**src/psts_pkg.sv**
```systemverilog
// ----------------------------------------------------------------------------
// psts_pkg: shared types and constants for the peak sort / threshold select
// Field widths, register indexes, status codes, FSM states and the
// controller-datapath command and status groups.
// ----------------------------------------------------------------------------
package psts_pkg;

  localparam int MAX_PEAKS_DEF = 1024;

  localparam int COORD_W  = 24;
  localparam int AMP_W    = 32;
  localparam int SELCNT_W = 11;
  localparam int RIDX_W   = 10;
  localparam int STAT_W   = 3;
  localparam int PCT_W    = 7;
  localparam int MINPK_W  = 11;
  localparam int CFG_IDX_W = 3;
  localparam int CFG_DAT_W = 32;

  localparam int IN_DATA_W  = 96;
  localparam int OUT_DATA_W = 128;

  localparam int MIN_PEAKS_RST = 201;
  localparam int KEEP_PCT_RST  = 50;
  localparam int PCT_FULL      = 100;
  localparam int MIN_POSITIVE  = 2;

  localparam logic OP_LOAD = 1'b0;
  localparam logic OP_READ = 1'b1;

  typedef enum logic [CFG_IDX_W-1:0] {
    REG_X_OFFSET  = 3'd0,
    REG_Y_OFFSET  = 3'd1,
    REG_THR_MODE  = 3'd2,
    REG_ABS_THR   = 3'd3,
    REG_KEEP_PCT  = 3'd4,
    REG_MIN_PEAKS = 3'd5
  } reg_idx_t;

  typedef enum logic [STAT_W-1:0] {
    STAT_OK         = 3'd0,
    STAT_FEW_PEAKS  = 3'd1,
    STAT_FEW_POS    = 3'd2,
    STAT_NONE_SEL   = 3'd3,
    STAT_NOT_SORTED = 3'd4
  } status_t;

  typedef enum logic [4:0] {
    S_IDLE,
    S_RD_OUT,
    S_SORT0,
    S_SORT_LD,
    S_SORT_CMP,
    S_SORT_WL,
    S_P_INIT,
    S_P_RD,
    S_P_CHK,
    S_SEL,
    S_A_RD,
    S_A_CHK,
    S_MUL,
    S_QUO,
    S_THR_RD,
    S_THR_LD,
    S_FIN,
    S_EMIT
  } psts_state_t;

  typedef struct packed {
    logic signed [AMP_W-1:0]   amp;
    logic signed [COORD_W-1:0] y;
    logic signed [COORD_W-1:0] x;
  } peak_t;

  typedef struct packed {
    logic do_load;
    logic rd_req;
    logic out_rd;
    logic out_sel;
    logic sort_init;
    logic carry_ld;
    logic sort_cmp;
    logic sort_wlast;
    logic scan_init;
    logic scan_rd;
    logic pos_step;
    logic sel_eval;
    logic abs_step;
    logic div_mul;
    logic div_q;
    logic thr_rd;
    logic thr_ld;
    logic fin;
  } psts_cmd_t;

  typedef struct packed {
    logic n_le1;
    logic n_zero;
    logic sort_last;
    logic swapped;
    logic amp_pos;
    logic i_next_lt_n;
    logic sel_err;
    logic rel_mode;
    logic abs_in_range;
    logic amp_ge;
    logic out_valid;
  } psts_stat_t;

endpackage

```
**src/psts_ctrl.sv**
```systemverilog
// ----------------------------------------------------------------------------
// psts_ctrl: sequencing controller
// Handshake decode and the state machine that steps the datapath through
// load, read, bubble sort passes, positive scan and selection.
// ----------------------------------------------------------------------------
module psts_ctrl (
  input  logic                  clk,
  input  logic                  rst_n,
  input  logic                  in_tvalid,
  output logic                  in_tready,
  input  logic                  in_tuser,
  input  logic                  in_tlast,
  input  psts_pkg::psts_stat_t  stat,
  output psts_pkg::psts_cmd_t   cmd
);
  import psts_pkg::*;

  psts_state_t state_r, state_nxt;
  logic        acc;

  assign in_tready = (state_r == S_IDLE) && !stat.out_valid;
  assign acc       = in_tvalid && in_tready;

  always_ff @(posedge clk) begin
    if (!rst_n) begin
      state_r <= S_IDLE;
    end else begin
      state_r <= state_nxt;
    end
  end

  always_comb begin
    state_nxt = state_r;
    case (state_r)
      S_IDLE: begin
        if (acc) begin
          if (in_tuser == OP_READ) state_nxt = S_RD_OUT;
          else if (in_tlast)       state_nxt = S_SORT0;
        end
      end
      S_RD_OUT:   state_nxt = S_IDLE;
      S_SORT0:    state_nxt = stat.n_le1 ? S_P_INIT : S_SORT_LD;
      S_SORT_LD:  state_nxt = S_SORT_CMP;
      S_SORT_CMP: state_nxt = stat.sort_last ? S_SORT_WL : S_SORT_CMP;
      S_SORT_WL:  state_nxt = stat.swapped ? S_SORT0 : S_P_INIT;
      S_P_INIT:   state_nxt = stat.n_zero ? S_SEL : S_P_RD;
      S_P_RD:     state_nxt = S_P_CHK;
      S_P_CHK:    state_nxt = (stat.amp_pos && stat.i_next_lt_n) ? S_P_RD : S_SEL;
      S_SEL: begin
        if (stat.sel_err)       state_nxt = S_EMIT;
        else if (stat.rel_mode) state_nxt = S_MUL;
        else                    state_nxt = S_A_RD;
      end
      S_A_RD:     state_nxt = stat.abs_in_range ? S_A_CHK : S_FIN;
      S_A_CHK:    state_nxt = stat.amp_ge ? S_A_RD : S_FIN;
      S_MUL:      state_nxt = S_QUO;
      S_QUO:      state_nxt = S_THR_RD;
      S_THR_RD:   state_nxt = S_THR_LD;
      S_THR_LD:   state_nxt = S_FIN;
      S_FIN:      state_nxt = S_EMIT;
      S_EMIT:     state_nxt = S_IDLE;
      default:    state_nxt = S_IDLE;
    endcase
  end

  always_comb begin
    cmd = '0;
    case (state_r)
      S_IDLE: begin
        cmd.do_load = acc && (in_tuser == OP_LOAD);
        cmd.rd_req  = acc && (in_tuser == OP_READ);
      end
      S_RD_OUT:   cmd.out_rd     = 1'b1;
      S_SORT0:    cmd.sort_init  = 1'b1;
      S_SORT_LD:  cmd.carry_ld   = 1'b1;
      S_SORT_CMP: cmd.sort_cmp   = 1'b1;
      S_SORT_WL:  cmd.sort_wlast = 1'b1;
      S_P_INIT:   cmd.scan_init  = 1'b1;
      S_P_RD:     cmd.scan_rd    = 1'b1;
      S_P_CHK:    cmd.pos_step   = 1'b1;
      S_SEL:      cmd.sel_eval   = 1'b1;
      S_A_RD:     cmd.scan_rd    = 1'b1;
      S_A_CHK:    cmd.abs_step   = 1'b1;
      S_MUL:      cmd.div_mul    = 1'b1;
      S_QUO:      cmd.div_q      = 1'b1;
      S_THR_RD:   cmd.thr_rd     = 1'b1;
      S_THR_LD:   cmd.thr_ld     = 1'b1;
      S_FIN:      cmd.fin        = 1'b1;
      S_EMIT:     cmd.out_sel    = 1'b1;
      default:    cmd            = '0;
    endcase
  end

endmodule

```
**config.mk**
```make
export PLATFORM = sky130hd
export DESIGN_NAME = psts_ctrl
export DESIGN_NICKNAME = d
export VERILOG_FILES = /design/src/psts_pkg.sv /design/src/psts_ctrl.sv
export SDC_FILE = /design/constraint.sdc
export NUM_CORES = 1
export LEC_CHECK = 0
export BUFFER_PORTS_ARGS = -buffer_cell sky130_fd_sc_hd__buf_2
export CAP_MARGIN = 20
export CORE_MARGIN = 4
export CORE_UTILIZATION = 40
export CTS_CLUSTER_DIAMETER = 50
export DETAILED_ROUTE_END_ITERATION = 10
export PLACE_DENSITY = 0.71
export SLEW_MARGIN = 20
export SYNTH_ARGS = -nofsm -noshare
export SYNTH_HDL_FRONTEND = slang
export SYNTH_SLANG_ARGS = --single-unit
```
**constraint.sdc**
```tcl
create_clock -name clk -period 1.85 [get_ports clk]
set_clock_uncertainty 0.05 [all_clocks]
set_input_delay 0.555 -clock clk [delete_from_list [all_inputs] [get_ports clk]]
set_output_delay 0.555 -clock clk [all_outputs]
set_load 0.02 [all_outputs]
```
# ---- Yosys cells after proc, flatten, opt, wreduce, memory -nomap -nowiden
# Index checks and enable logic that the tools add are counted.
dict set report word_totals {
  register_bits 5
  in_bits 16
  output_inout_bits 19
  elab_cells 60
}
dict set report op_classes {
  eq_ne 19
  muxes 30
  n_bitwise 1
  reduce_logical 9
}
# op n
set ops {}
lappend ops {{5-bit case mux with 16 select lines} 1}
lappend ops {{5-bit by 4-bit equality test with 1-bit output (second input constant)} 8}
lappend ops {{5-bit 2-to-1 mux} 6}
lappend ops {{5-bit by 3-bit equality test with 1-bit output (second input constant)} 4}
lappend ops {{1-bit 2-to-1 mux} 17}
lappend ops {{5-bit by 2-bit equality test with 1-bit output (second input constant)} 2}
lappend ops {{5-bit equality test (second input constant)} 2}
lappend ops {{3-bit 2-to-1 mux} 3}
lappend ops {{4-bit 2-to-1 mux} 2}
lappend ops {{5-bit by 1-bit equality test with 1-bit output (second input constant)} 1}
lappend ops {{1-bit logical AND} 5}
lappend ops {{5-bit logical NOT} 1}
lappend ops {{3-bit != test (second input constant)} 1}
lappend ops {{2-bit 2-to-1 mux} 1}
lappend ops {{2-bit != test (second input constant)} 1}
lappend ops {{2-bit AND reduction} 1}
lappend ops {{2-bit OR reduction} 1}
lappend ops {{1-bit logical NOT} 1}
lappend ops {{1-bit NOT} 1}

# ---- Depth between registers and ports, before layout
# Gate-level depths: netlist of run 1.
dict set report depth {
  ltp_word 5
  mapped_depth 6
  mapped_depth_nobuf 4
}

# ---- Worst setup path before layout of run 1
# No wires, ideal clock.
dict set report synth_timing {
  path_type {register -> output}
  from {register state_r[1]}
  to {output cmd[16] (netlist bit)}
  arrival_time_ns 1.595
  required_ns 1.245
  setup_slack_ns -0.350
  path_stages_with_launch 5
  path_buffers 1
  cell_sequence {dfxtp_1 -> buf_2 -> nor2_2 -> or4b_4 -> nor3_1}
}
# element line_no
set synth_rtl {}
lappend synth_rtl {{start, declared} psts_ctrl.sv:18} ;# psts_state_t state_r, state_nxt;
lappend synth_rtl {{start signal, assigned} psts_ctrl.sv:28} ;# state_r <= state_nxt;
lappend synth_rtl {{end, declared} psts_ctrl.sv:14} ;# output psts_pkg::psts_cmd_t cmd

==> impl_results.md, run 1 <==
- Count of final max-slew check failures: 0
- Max Clock Freq: 461 MHz
- Reg2reg start: state_r[1]$_SDFFE_PN0P_
- R2r worst-path depth: 6
- Grt ovf: 0
- Pwr dens: 555 mW/mm²
- Rows: 14
- Vias in the first global route: 1074
- Hold slack: 0.520 ns
- RR Endpoint: state_r[1]$_SDFFE_PN0P_
- TritonRoute pass-1 iters: 4
- Port Buffer Count: 34
- Final setup violation count: 19
- Routability cong.: 0.856
- CP max-delay cell: or4b_4
- Crit path largest cell delay: 0.53 ns
- Post-CTS Hold Fix Bufs: 0
- CP Launch Type: register
- Hold Path Stages: 3
- Worst min-delay path startpoint: rst_n
- H-tree Lvls: 1
- TritonCTS Sinks: 5
- Post-synth EDFFs: 0
- Failing checks: negative setup slack
- Delay-heaviest family, CP: simple AND/OR/NAND/NOR gates
- Leak: 0.564 nW
- Total CTS buffers: 3
- Ant. Diodes: 0
- Area of the multi-input gates: 692 µm²
- Clock slew at the register clock pins of the worst setup and hold paths: 0.04 ns
- WP data arrival: 1.57 ns
- Ports: 35
- Biggest register: state_r
- Warnings from Yosys: 0
- # nets final: 173
- Max Root-Sink Buffers: 2
- Routed Antenna Nets: 0
- Final WS setup: -0.321 ns
- Synth Flop Type: dfxtp_1
- VDD IR-drop max: 0.599 mV
- Synth-to-Final Area Change: 94.8%
- Mapped cell area: 669 µm²
- Yosys cell types: 38
- CTS tree: done
- Overall Global Routing Usage: 0.246
- Worst path required time: 1.24 ns
- Avg WL per Cell: 17.6 µm
- Die Area: 0.00239 mm²
- Via count: 1054
- Setup TNS: -3.08 ns
- Initial DRC count: 35
- Critical path type: reg2out
- Later-pin clock latency in the skew report: 0.25 ns
- CTS Root Cell: clkbuf_4
- Hpwl dp: 1930 µm
- Core ar.: 0.00154 mm²
- Synth async-reset ratio: 0
- Die extent in y: 48.9 µm
- R2R Setup Slk: 0.05 ns
- Cells after Synth: 101
- HP Class: in2reg
- Post-synthesis register bit count: 5
- Worst Setup End Kind: output pin
- Pin count of the biggest net entering global routing: 20
- Status: finished with violations
- Max_slew headroom: 0.759
- Least-Margin Pin Slew: 0.356 ns
- Seq/Total Area, Yosys: 0.150
- Post-layout minimum cycle time: 2.17 ns
- Syn_area_per_cell: 6.63 µm²
- Reg area: 111 µm²
- Final Util: 0.846
- Filler Cell Count: 86
- Largest register FFs: 5
- Crit path buf inv count: 1
- Crit-path cells: nor2_4, or4b_4, nor3_2, buf_4
- Starting Density: 0.434
- Max_cap viols: 0
- Layout cell share with drive strength beyond 1: 0.654
- Final Hold Violating Endpoints: 0
- Global-route wire length before repair: 4780 µm
- Post-Route WL: 3030 µm
- Hold Path End: state_r[2]$_SDFFE_PN0P_
- Initial antenna violation count: 0
- RSZ-0062 raised after global routing: true
- Final Cycle Share: 1.17
- Syn nets: 117
- Post-route DRC violation count: 0
- Worst-path fanout max: 4
- Die Wd: 48.9 µm
- Number of vias per cell: 6.13
- Largest regs: state_r x5
==> layout by cell type, fill, tap and decap left out, types with 2 or more instances in the layout <==
cell,count
nand2b_1,2
buf_4,31
nor2_4,5
o21ai_0,3
inv_1,2
nor2_2,4
nand3b_1,3
mux2i_1,2
or3b_4,2
nand2b_4,3
nor3_2,3
dfxtp_4,2
nand2_1,5
nor2_1,5
o21bai_1,4
dfxtp_2,3
nor3_1,6
buf_2,21
a21oi_1,2
a31oi_1,4
clkbuf_4,3
nor4_2,3
nor3_4,3
buf_6,8
==> where the power goes <==
part	leakage, nW	switching (W)	internal (W)
clock network	0.0150	0.0000524	0.0000820
logic	0.506	0.000242	0.000219
registers	0.0435	0.00000985	0.000119
total	0.564	0.000304	0.000420
==> worst min-delay path, delay by kind of cell <==
kind	cells	cell delay [ns]
buf+inv	2	0.18
compound gates	1	0.05
==> final cells by class <==
class                   instances  share of cell area
clock buffers                   4              0.0202
inverters                       3             0.00864
multi-input cells              83               0.531
well taps                      16              0.0154
flip-flops and latches          5              0.0854
repair buffers                 61               0.340
==> per-layer routing <==
layer  track usage  up-vias  routed length (µm)  share of wire
li1              -      486                   -              -
met1         0.285      498                1220           0.40
met2         0.430       64                1530           0.50
met3        0.0795        6                 242          0.080
met4        0.0583        0                  37          0.012
met5             0        -                   0              0
==> cell families after synthesis <==
group	count (synthesis)	synth area share
flops	5	0.150
buf+inv	13	0.0804
compound gates	22	0.236
simple gates	58	0.488
mux	3	0.0467
==> worst max-delay path by stage <==
stage / from / endpoint / slack (ns) / cells after the start
after global routing: state_r[2]$_SDFFE_PN0P_ / cmd[16] / -0.35 / 4
after global placement: state_r[2]$_SDFFE_PN0P_ / cmd[16] / -0.04 / 4
after floorplan: state_r[1]$_SDFFE_PN0P_ / cmd[16] / -0.16 / 4
after CTS: state_r[2]$_SDFFE_PN0P_ / cmd[17] / -0.27 / 4
final: state_r[2]$_SDFFE_PN0P_ / cmd[16] / -0.32 / 4
after detailed placement: state_r[2]$_SDFFE_PN0P_ / cmd[17] / -0.07 / 4
==> synth_stat cells (2+ instances only) <==
library cell	instances	share of area
nand2b_1	6	0.056
nor2_1	13	0.073
o21ai_0	3	0.022
nor3_1	12	0.090
mux2i_1	2	0.030
nor4_1	4	0.037
clkbuf_1	8	0.045
nand3b_1	3	0.034
and3_1	2	0.019
dfxtp_1	5	0.15
a21oi_1	3	0.022
a31oi_1	4	0.037
inv_1	3	0.017
o21bai_1	4	0.045
nand2_1	6	0.034
==> per-stage QoR <==
stage          std cells  area, µm²  total power [W]  worst slack (ns)
6_report             172       1300         0.000724            -0.321
5_1_grt              172       1300         0.000756            -0.354
4_1_cts              171       1240         0.000672            -0.270
3_5_place_dp         161       1040         0.000473           -0.0730
3_3_place_gp         161       1040         0.000466           -0.0355
2_1_floorplan        101        749         0.000349            -0.156
==> timing repair <==
item,CTS,global route
setup endpoints to repair,20,19
gates resized for setup,42,12
setup buffers,6,1
cloned,0,0
endpoints found under the hold margin,0,0
pin swaps,4,1
Power figures use the tool's default switching activity.
==> run 2, diff against run 1 <==
--- a/config.mk
+++ b/config.mk
@@ -8,10 +8,10 @@
 export BUFFER_PORTS_ARGS = -buffer_cell sky130_fd_sc_hd__buf_2
 export CAP_MARGIN = 20
 export CORE_MARGIN = 4
-export CORE_UTILIZATION = 40
+export CORE_UTILIZATION = 35
 export CTS_CLUSTER_DIAMETER = 50
 export DETAILED_ROUTE_END_ITERATION = 10
-export PLACE_DENSITY = 0.71
+export PLACE_DENSITY = 0.61
 export SLEW_MARGIN = 20
 export SYNTH_ARGS = -nofsm -noshare
 export SYNTH_HDL_FRONTEND = slang
==> constraint.sdc (replaced) <==
create_clock -name clk -period 2.57 [get_ports clk]
set_clock_uncertainty 0.05 [all_clocks]
set_input_delay 0.771 -clock clk [delete_from_list [all_inputs] [get_ports clk]]
set_output_delay 0.771 -clock clk [all_outputs]
set_load 0.02 [all_outputs]
==> run 2 against run 1 <==
Net effect: largest power group unchanged; register-to-register slack improved by 0.66 ns; combinational power fell by 58%; worst hold slack got worse by 0.0023 ns; non-clock buffer count fell by 20; setup slack improved by 0.40 ns; clock-buffer cell count did not move; clock power fell by 27%; the run now ends clean; routed wire length fell by 29%.
==> impl_results.md, run 2 (synthesized netlist as in run 1, its figures left out) <==
- Status: completed
- Die Area: 0.00268 mm²
- Total CTS buffers: 3
- RSZ-0062 raised after global routing: false
- Worst-path fanout max: 5
- Most frequent cells in the layout: buf_2 (34), nor2_1 (13), nor3_1 (11), buf_4 (7)
- Max Clock Freq: 402 MHz
- CP Launch Type: register
- Largest register FFs: 5
- Final Hold Violating Endpoints: 0
- Worst setup path startpoint: state_r[2]$_SDFFE_PN0P_
- Leak: 0.417 nW
- Least-Margin Pin Slew: 0.323 ns
- Routed Antenna Nets: 0
- Setup slack at placement: 0.331 ns
- Sequential share of power: 0.246
- Sw Share: 0.412
- Clock slew at the register clock pins of the worst setup and hold paths: 0.05 ns
- Worst setup path end: cmd[17]
- HP Class: reg2reg
- CTS Root Cell: clkbuf_4
- Final Util: 0.518
- Max Root-Sink Buffers: 2
- Rows: 15
- Avg WL per Cell: 13.4 µm
- Biggest register: state_r
- CTS tree: done
- Final setup violation count: 0
- WP data arrival: 1.66 ns
- Layout cell share with drive strength beyond 1: 0.382
- Max_slew headroom: 0.784
- Number of vias per cell: 5.42
- Vias in the first global route: 832
- Reg2reg start: state_r[1]$_SDFFE_PN0P_
- Final WS setup: 0.0843 ns
- TritonCTS Sinks: 5
- Final Cycle Share: 0.967
- Combinational power share: 0.501
- Later-pin clock latency in the skew report: 0.25 ns
- VDD IR-drop max: 0.242 mV
- Post-CTS Hold Fix Bufs: 0
- Ant. Diodes: 0
- TritonRoute pass-1 iters: 4
- Largest regs: state_r x5
- Grt ovf: 0
- Initial DRC count: 18
- Global-route wire length before repair: 3580 µm
- Post-route DRC violation count: 0
- Synth-to-Final Area Change: 36.4%
- Cell Int Power: 0.000227 W
- Pwr dens: 422 mW/mm²
- # nets final: 153
- Most common cell after layout, fill and taps aside: buf_2
- Core ar.: 0.00176 mm²
- Die extent in y: 51.7 µm
- Worst Setup End Kind: output pin
- Routability cong.: 0.824
- Ports: 35
- Setup TNS: 0 ns
- RR Endpoint: state_r[1]$_SDFFE_PN0P_
- R2r worst-path depth: 6
- Starting Density: 0.379
- Initial antenna violation count: 0
- Hold slack: 0.517 ns
- Via count: 873
- Count of final max-slew check failures: 0
- Worst path required time: 1.75 ns
- Clk pwr share: 0.253
- P_sw: 0.000159 W
- Hpwl dp: 1630 µm
- Post-Route WL: 2150 µm
- Tot Pwr: 0.000385 W
- Cts repair resizes: 0
- Overall Global Routing Usage: 0.170
- Pin count of the biggest net entering global routing: 20
- Post-layout minimum cycle time: 2.49 ns
- Critical path type: reg2out
- Port Buffer Count: 34
- R2R Setup Slk: 0.71 ns
- Max_cap viols: 0
- H-tree Lvls: 1
- Die Wd: 51.7 µm
- Post-CTS Setup Bufs: 0
-- run 2: cell types whose count changed in the layout (fill, tap and decap cells not counted), moves of 4 or more --
cell      previous run  this run
buf_4               31         7
buf_2               21        34
buf_6                8         0
nor2_1               5        13
nor2_4               5         0
nor3_1               6        11
dfxtp_1              0         4
nand2b_1             2         6
nor4_1               0         4
-- run 2: worst max-delay path: stages, from the launching register on --
cell and delay (ns):
dfxtp_1 0.35, nor2_2 0.18, or4b_4 0.52, nor3_1 0.18, buf_2 0.19
-- run 2: metal layers --
layer,track usage,vias to the layer above,wire [µm]
met5,0,-,0
met4,0.0218,0,0
met3,0.0458,0,127
met2,0.305,25,1030
met1,0.206,411,994
li1,-,437,-
-- run 2: final cells by class --
class	instances	area (µm²)
multi-input cells	83	520
clock buffers	4	26.3
flip-flops and latches	5	101
repair buffers	41	223
inverters	3	11.3
well taps	25	31.3
fillers	185	851
-- run 2: how the worst min path moves through the flow --
stage	start	to	depth (start not counted)
floorplan	state_r[2]$_SDFFE_PN0P_	state_r[4]$_SDFFE_PN0P_	3
detailed placement	state_r[1]$_SDFFE_PN0P_	state_r[4]$_SDFFE_PN0P_	3
global placement	state_r[1]$_SDFFE_PN0P_	state_r[4]$_SDFFE_PN0P_	3
finish	state_r[1]$_SDFFE_PN0P_	state_r[4]$_SDFFE_PN0P_	3
CTS	state_r[1]$_SDFFE_PN0P_	state_r[4]$_SDFFE_PN0P_	3
global route	state_r[1]$_SDFFE_PN0P_	state_r[4]$_SDFFE_PN0P_	3
-- run 2: through the flow --
stage | instance area [µm²] | instances
after floorplan | 669 | 101
after global placement | 881 | 157
after detailed placement | 881 | 157
after CTS | 907 | 161
after global routing | 913 | 161
final | 913 | 161
-- run 2: power by group through the flow --
| stage | Clock (W) | Sequential [W] | Combinational, W |
|---|---|---|---|
| 2_1_floorplan | 0 | 0.0000914 | 0.000136 |
| 3_3_place_gp | 0 | 0.0000968 | 0.000190 |
| 3_5_place_dp | 0 | 0.0000959 | 0.000190 |
| 4_1_cts | 0.0000965 | 0.0000946 | 0.000191 |
| 5_1_grt | 0.000102 | 0.0000962 | 0.000209 |
| 6_report | 0.0000974 | 0.0000949 | 0.000193 |
